File: src/rtl/vqncs_pkg.sv
// ---------------------------------------------------------------------------
// vqncs_pkg: shared types and constants for the nearest codeword search
// Holds the sequencer states, the compare-stage control group, the field
// widths of the request and result, and the channel difference helper.
// ---------------------------------------------------------------------------
package vqncs_pkg;

  localparam int CHAN_W    = 8;
  localparam int WORD_W    = 3 * CHAN_W;
  localparam int DIST_W    = 10;
  localparam int SQ_W      = 18;
  localparam int OUT_IDX_W = 8;
  localparam int ENTRY_W   = 8;
  localparam int CFG_W     = 4;
  localparam int CFG_RESET = 8;
  localparam int DIST_MAX  = 765;

  // request kinds carried in tuser
  localparam logic MODE_WRITE    = 1'b0;
  localparam logic MODE_QUANTIZE = 1'b1;

  typedef enum logic [2:0] {
    ST_IDLE,
    ST_SCAN,
    ST_DRAIN,
    ST_SQ,
    ST_DONE
  } state_t;

  // control for the compare stage, aligned with registered table data
  typedef struct packed {
    logic valid;
    logic first;
  } cmp_ctrl_t;

  function automatic logic [CHAN_W-1:0] abs_diff(input logic [CHAN_W-1:0] a,
                                                 input logic [CHAN_W-1:0] b);
    return (a > b) ? (a - b) : (b - a);
  endfunction

endpackage

File: src/rtl/vqncs_l1_cmp.sv
// ---------------------------------------------------------------------------
// vqncs_l1_cmp: L1 distance and running minimum
// Computes the L1 distance of one table word against the pixel each cycle
// the compare stage is valid and keeps the best index, distance and word.
// Ties keep the earlier (lower) index.
// ---------------------------------------------------------------------------
module vqncs_l1_cmp #(
  parameter int IDX_W = 8
) (
  input  logic                            clk,
  input  logic [vqncs_pkg::WORD_W-1:0]    pixel,
  input  logic [vqncs_pkg::WORD_W-1:0]    word,
  input  vqncs_pkg::cmp_ctrl_t            ctrl,
  input  logic [IDX_W-1:0]                idx,
  output logic [vqncs_pkg::DIST_W-1:0]    best_dist,
  output logic [IDX_W-1:0]                best_idx,
  output logic [vqncs_pkg::WORD_W-1:0]    best_word
);

  localparam int CW = vqncs_pkg::CHAN_W;

  logic [CW-1:0]                  d0, d1, d2;
  logic [vqncs_pkg::DIST_W-1:0]   l1_sum;

  // sum the three channel differences
  always_comb begin
    d0     = vqncs_pkg::abs_diff(pixel[CW-1:0],      word[CW-1:0]);
    d1     = vqncs_pkg::abs_diff(pixel[2*CW-1:CW],   word[2*CW-1:CW]);
    d2     = vqncs_pkg::abs_diff(pixel[3*CW-1:2*CW], word[3*CW-1:2*CW]);
    l1_sum = vqncs_pkg::DIST_W'(d0) + vqncs_pkg::DIST_W'(d1) + vqncs_pkg::DIST_W'(d2);
  end

  // hold the best candidate; the first entry always loads
  always_ff @(posedge clk) begin
    if (ctrl.valid && (ctrl.first || l1_sum < best_dist)) begin
      best_dist <= l1_sum;
      best_idx  <= idx;
      best_word <= word;
    end
  end

endmodule

File: config.mk
export PLATFORM = sky130hd
export DESIGN_NAME = vqncs_l1_cmp
export DESIGN_NICKNAME = d
export VERILOG_FILES = /design/src/rtl/vqncs_pkg.sv /design/src/rtl/vqncs_l1_cmp.sv
export SDC_FILE = /design/constraint.sdc
export NUM_CORES = 1
export LEC_CHECK = 0
export BUFFER_PORTS_ARGS = -buffer_cell sky130_fd_sc_hd__buf_2
export CAP_MARGIN = 10
export CORE_MARGIN = 3
export CORE_UTILIZATION = 46
export CTS_BUF_LIST = sky130_fd_sc_hd__clkbuf_8
export DETAILED_ROUTE_END_ITERATION = 7
export GPL_TIMING_DRIVEN = 1
export PLACE_DENSITY = 0.79
export SYNTH_ARGS = -nofsm -noshare
export SYNTH_HDL_FRONTEND = slang
export SYNTH_SLANG_ARGS = --single-unit
File: constraint.sdc
create_clock -name clk -period 12.2 [get_ports clk]
set_input_delay 2.44 -clock clk [delete_from_list [all_inputs] [get_ports clk]]
set_output_delay 2.44 -clock clk [all_outputs]
set_load 0.02 [all_outputs]
; ---- Yosys cells after proc, flatten, opt, wreduce, memory -nomap -nowiden
; Cells that the tools add are included.
[classes]
reduce_logical = 2
mux = 3
add_sub_neg = 8
magnitude_cmp = 4
[ops]
columns = op, count
row1 = subtractor 8 bit, 6
row2 = > comparator 8 bit, 3
row3 = two-way mux 8 bit, 3
row4 = adder 9 x 8 -> 10 bit, 1
row5 = less-than comparator 10 bit, 1
row6 = adder 8 x 8 -> 9 bit, 1
row7 = logical AND 1 bit, 1
row8 = logical OR 1 bit, 1
[totals]
wordCells = 20
register_bits = 42
output_inout_bits = 42

; ---- Depth between registers and ports, before layout
[logic_depth]
word_depth = 7
depth_mapped = 24

; ---- Least setup slack after synthesis
; Ideal clock, no wire load.
[synth_path]
path_kind = input port to flip-flop
startpoint = input pixel[0] in the netlist's numbering
endpoint = register best_dist[0] in the netlist's numbering, enable pin
arrival_ns = 9.053
n_path_buf = 0
slack_ns = 2.680
t_required_ns = 11.733
cell_stages = 22
setup_time_ns = 0.467
cell_sequence = inv_1 -> ha_1 -> inv_1 -> fa_1 -> a211oi_1 -> nor3_1 -> o21ai_4 -> mux2_2 -> fa_1 -> ha_1 -> fa_1 -> a21o_1 -> a21oi_1 -> nor2b_1 -> o31ai_1 -> a21boi_0 -> ha_1 -> a21o_1 -> a21o_1 -> a21oi_1 -> o211ai_1 -> a31oi_1
[synth_via]
elab_chain_len = 7
elab_cells_between_ends = 9
classes_between = add/sub: 4 / order compare: 2 / mux: 1 / reduce/logical: 2
[synth_lines]
columns = element, line
row1 = "start, declared", vqncs_l1_cmp.sv:11  ; input logic [vqncs_pkg::WORD_W-1:0] pixel,
row2 = subtractor 8 bit / > comparator 8 bit (equally long branches), vqncs_pkg.sv:38  ; return (a > b) ? (a - b) : (b - a);
row3 = two-way mux 8 bit *, vqncs_pkg.sv:38
row4 = adder 8 x 8 -> 9 bit *, vqncs_l1_cmp.sv:30  ; l1_sum = vqncs_pkg::DIST_W'(d0) + vqncs_pkg::DIST_W'(d1) + vqncs_pkg::DIST_W'(d2);
row5 = adder 9 x 8 -> 10 bit *, vqncs_l1_cmp.sv:30
row6 = via l1_sum (one bit), vqncs_l1_cmp.sv:23  ; logic [vqncs_pkg::DIST_W-1:0] l1_sum;
row7 = less-than comparator 10 bit *, vqncs_l1_cmp.sv:35  ; if (ctrl.valid && (ctrl.first || l1_sum < best_dist)) begin
row8 = logical OR 1 bit *, vqncs_l1_cmp.sv:35
row9 = logical AND 1 bit *, vqncs_l1_cmp.sv:35
row10 = "end signal, assigned", vqncs_l1_cmp.sv:36  ; best_dist <= l1_sum;
row11 = "end, declared", vqncs_l1_cmp.sv:15  ; output logic [vqncs_pkg::DIST_W-1:0] best_dist,
; The timed path passes the listed nets; every way through them passes the cells marked *.
; A chain may end at the register's enable or synchronous reset.

; ---- Worst setup path after layout
[layout_path]
startpoint = input pixel[0] in the netlist's numbering
endpoint = register best_word[18] in the netlist's numbering, enable pin
[layout_via]
elab_chain_len = 7
elab_cells_between_ends = 9
classes_between = add/sub: 4 / order compare: 2 / mux: 1 / reduce/logical: 2
[layout_lines]
columns = element, line
row1 = subtractor 8 bit / > comparator 8 bit (equally long branches), vqncs_pkg.sv:38
row2 = two-way mux 8 bit *, vqncs_pkg.sv:38
row3 = adder 8 x 8 -> 9 bit *, vqncs_l1_cmp.sv:30
row4 = adder 9 x 8 -> 10 bit *, vqncs_l1_cmp.sv:30
row5 = via l1_sum (one bit), vqncs_l1_cmp.sv:23
row6 = less-than comparator 10 bit *, vqncs_l1_cmp.sv:35
row7 = logical OR 1 bit *, vqncs_l1_cmp.sv:35
row8 = logical AND 1 bit *, vqncs_l1_cmp.sv:35
row9 = "end signal, assigned", vqncs_l1_cmp.sv:38  ; best_word <= word;
row10 = "end, declared", vqncs_l1_cmp.sv:17  ; output logic [vqncs_pkg::WORD_W-1:0] best_word
; Marks and branches as above.

==> impl_metrics.tcl <==
set metrics [dict create \
    placeableCoreArea_um2 8340 \
    grt_setup_unrepaired "false" \
    area_of_the_mapped_netlist_um2 4020 \
    skew_ps 5.70 \
    globalRouteMet3Util 0.0273 \
    worstSetupPathType "in2reg" \
    fin_util 0.567 \
    drc 0 \
    routed_wl_mm 8.59 \
    die_area_um2 9900 \
    path_max_fanout 42 \
    dp.final_hpwl_mm 7.12 \
    finalHoldViolations 0 \
    share_of_layout_cells_above_drive_strength_1 0.252 \
    worst_ep_arrival_time_ps 8220 \
    maxClockFrequency_mhz 121 \
    finish.instance_area_um2 4730 \
    tritoncts "built" \
    run_status "completed" \
    globalRouteTotalUtil 0.175 \
    post-place-cells 589 \
    wire_length_of_the_first_global_routing_pass_mm 14.3 \
    syn-num-nets 530 \
    synth_cells 395 \
    global_route.usage.met2 0.295 \
    fin_cells 597 \
    root_buffer "sky130_fd_sc_hd__clkbuf_8" \
    initialDrtViolationCount 164 \
    globalRoute.busiestLayer "met2" \
    detailed_place.area_um2 4600 \
    die_w_um 99.5 \
    avgSynthCellArea_um2 10.2 \
    post-route-min-period_ps 8280 \
    multiInputGateArea_um2 2420 \
    layout.cells.most_common "sky130_fd_sc_hd__buf_2" \
    yosys_register_bits 42 \
    reg2reg_from "best_dist[7]" \
    clk_transition_reported_paths_ps 80 \
    port_buffers 100 \
    hold_ws_ps 1240 \
    slew_violations 0 \
    cp-end-kind "flop" \
    hold_path_startpoint "best_dist[5]" \
    register_area_um2 1260 \
    sequential_share_of_the_synthesized_area 0.314 \
    routabilityCongestion 0.874 \
    power_density_nw_per_um2 227 \
    floorplan.initialDensity 0.482 \
    largest_net_degree_at_the_start_of_global_routing 43 \
    maximum_ir_drop_on_the_vdd_rail_mv 0.112 \
    design.portCount 101 \
    post_cts_resized 0 \
    area.growth.synth_to_final_pct 17.6 \
    drv_cap 0 \
    max_slew.worst_pin.slew_ps 561 \
    die-height_um 99.5 \
    timing.critical_path.required_ps 12140 \
    dr_total_vias 3191 \
    total_setup_buffers_inserted_after_cts 0 \
    met1_usage 0.231 \
    cts_hold_repair.buffers 0 \
    final_net_count 626 \
    final_antenna_net_count 0 \
    wl_per_cell_um 14.4 \
    drt_pre_antenna_iters 5 \
    most-common-layout-cells "100 x sky130_fd_sc_hd__buf_2, 74 x sky130_fd_sc_hd__inv_1, 61 x sky130_fd_sc_hd__ha_1" \
    grt_antenna_before_repair 0 \
    row_count 33 \
    hold_path_class "reg2reg" \
    timing.final.crit_share 0.679 \
    setup_viol_count_final 0 \
    clock_sink_count 42 \
    power.static_leakage_uw 0.00238 \
    fillers 721 \
    yosys.cell_types.count 45 \
    maxSlewHeadroom 0.622 \
    synth_warn 0 \
    post_drt_via_cell_ratio 5.35 \
    htree_num_levels 2 \
    clock_latency_ps 300 \
    worst_setup_path_startpoint "pixel[0]" \
    antenna_cells_inserted 0 \
    cts_max_path_buffers 2 \
    numCtsBuffers 5 \
    startpoint_type "primary input" \
    global_route.overflow_total 0 \
    totalNegativeSetupSlack_ps 0 \
    grt_pass1_vias 3174 \
]
[flip-flops by register name, summed over array words and instances, names as in the netlist]
register   cells
best_dist     10
best_word     24
best_idx       8
[critical path, cell delays in order]
cell and delay, ps:
sky130_fd_sc_hd__buf_2 110, sky130_fd_sc_hd__inv_1 50, sky130_fd_sc_hd__ha_1 150, sky130_fd_sc_hd__inv_1 50, sky130_fd_sc_hd__fa_1 400, sky130_fd_sc_hd__a211oi_1 320
sky130_fd_sc_hd__nor3_1 130, sky130_fd_sc_hd__o21ai_4 300, sky130_fd_sc_hd__mux2_2 410, sky130_fd_sc_hd__fa_1 510, sky130_fd_sc_hd__ha_1 250, sky130_fd_sc_hd__fa_1 410
sky130_fd_sc_hd__a21o_1 170, sky130_fd_sc_hd__a21oi_1 250, sky130_fd_sc_hd__nor2b_1 110, sky130_fd_sc_hd__o31ai_1 280, sky130_fd_sc_hd__a21boi_0 300, sky130_fd_sc_hd__ha_1 300
sky130_fd_sc_hd__a21o_1 170, sky130_fd_sc_hd__a21o_1 170, sky130_fd_sc_hd__a21oi_1 140, sky130_fd_sc_hd__o211ai_1 130, sky130_fd_sc_hd__a31oi_4 150, sky130_fd_sc_hd__buf_4 500
[final timing paths]
path	to	slack, ps	cells past startpoint
hold / removal	best_dist[5]	1240	4
hold reg to reg	best_dist[5]	1240	4
setup reg to reg	best_word[18]	9880	8
setup / recovery	best_word[18]	3920	24
[report_power, final]
| group | internal (µW) | switching, µW | total (µW) |
|---|---|---|---|
| Clock | 81.0 | 51.2 | 132 |
| Sequential | 269 | 17.5 | 286 |
| Combinational | 252 | 404 | 656 |
| Total | 602 | 472 | 1070 |
[logic make-up (layout without fill, tap and decap cells)]
| family | count (synthesis) | after routing | synth area share |
|---|---|---|---|
| buf+inv | 86 | 183 | 0.0887 |
| mux | 21 | 21 | 0.0566 |
| simple gates | 51 | 51 | 0.0622 |
| flops | 42 | 42 | 0.314 |
| compound gates | 99 | 99 | 0.171 |
| xor+xnor | 20 | 20 | 0.0436 |
| fa+ha+maj | 76 | 76 | 0.264 |
[cells in the mapped netlist, drive strengths merged]
cell type / instances / share of area
inv: 74 / 0.069
ha: 61 / 0.19
edfxtp: 42 / 0.31
a21oi: 23 / 0.029
o21ai: 20 / 0.028
fa: 15 / 0.075
nand2: 15 / 0.014
a21o: 14 / 0.026
mux2i: 13 / 0.032
nor2: 13 / 0.012
a211oi: 12 / 0.024
buf: 12 / 0.020
xnor2: 11 / 0.024
xor2: 9 / 0.020
mux2: 8 / 0.024
nand3: 7 / 0.0087
a31oi: 6 / 0.0093
a221o: 4 / 0.010
a311oi: 4 / 0.0087
and3: 3 / 0.0050
and4: 3 / 0.0065
nor3: 3 / 0.0050
o21a: 3 / 0.0056
o221ai: 3 / 0.011
a21boi: 2 / 0.0037
and2: 2 / 0.0031
nand4: 2 / 0.0031
o21bai: 2 / 0.0037
a211o: 1 / 0.0022
nand2b: 1 / 0.0016
nor2b: 1 / 0.0016
o211ai: 1 / 0.0019
o221a: 1 / 0.0028
o22ai: 1 / 0.0016
o31a: 1 / 0.0022
o31ai: 1 / 0.0019
or3: 1 / 0.0016
[final cells by class]
type,instances,share of cell area
multi-input cells,267,0.511
flip-flops and latches,42,0.267
repair buffers,101,0.107
inverters,74,0.0587
well taps,105,0.0278
clock buffers,5,0.0146
clock inverters,3,0.0135
[metal layers]
layer  up-vias  routed length, µm  share of wire
met5         -                  0              0
met4         0                159          0.019
met3        20                514          0.060
met1      1474               3670           0.43
li1       1580                  -              -
met2       117               4240           0.49
[metrics by stage]
| step | setup slack [ps] | total power [µW] |
|---|---|---|
| final | 3920 | 1070 |
| after CTS | 3930 | 1080 |
| after global routing | 3560 | 1160 |
| after global placement | 3910 | 918 |
| after detailed placement | 3600 | 947 |
| after floorplan | 2680 | 759 |
(Power assumes the default switching activity.)
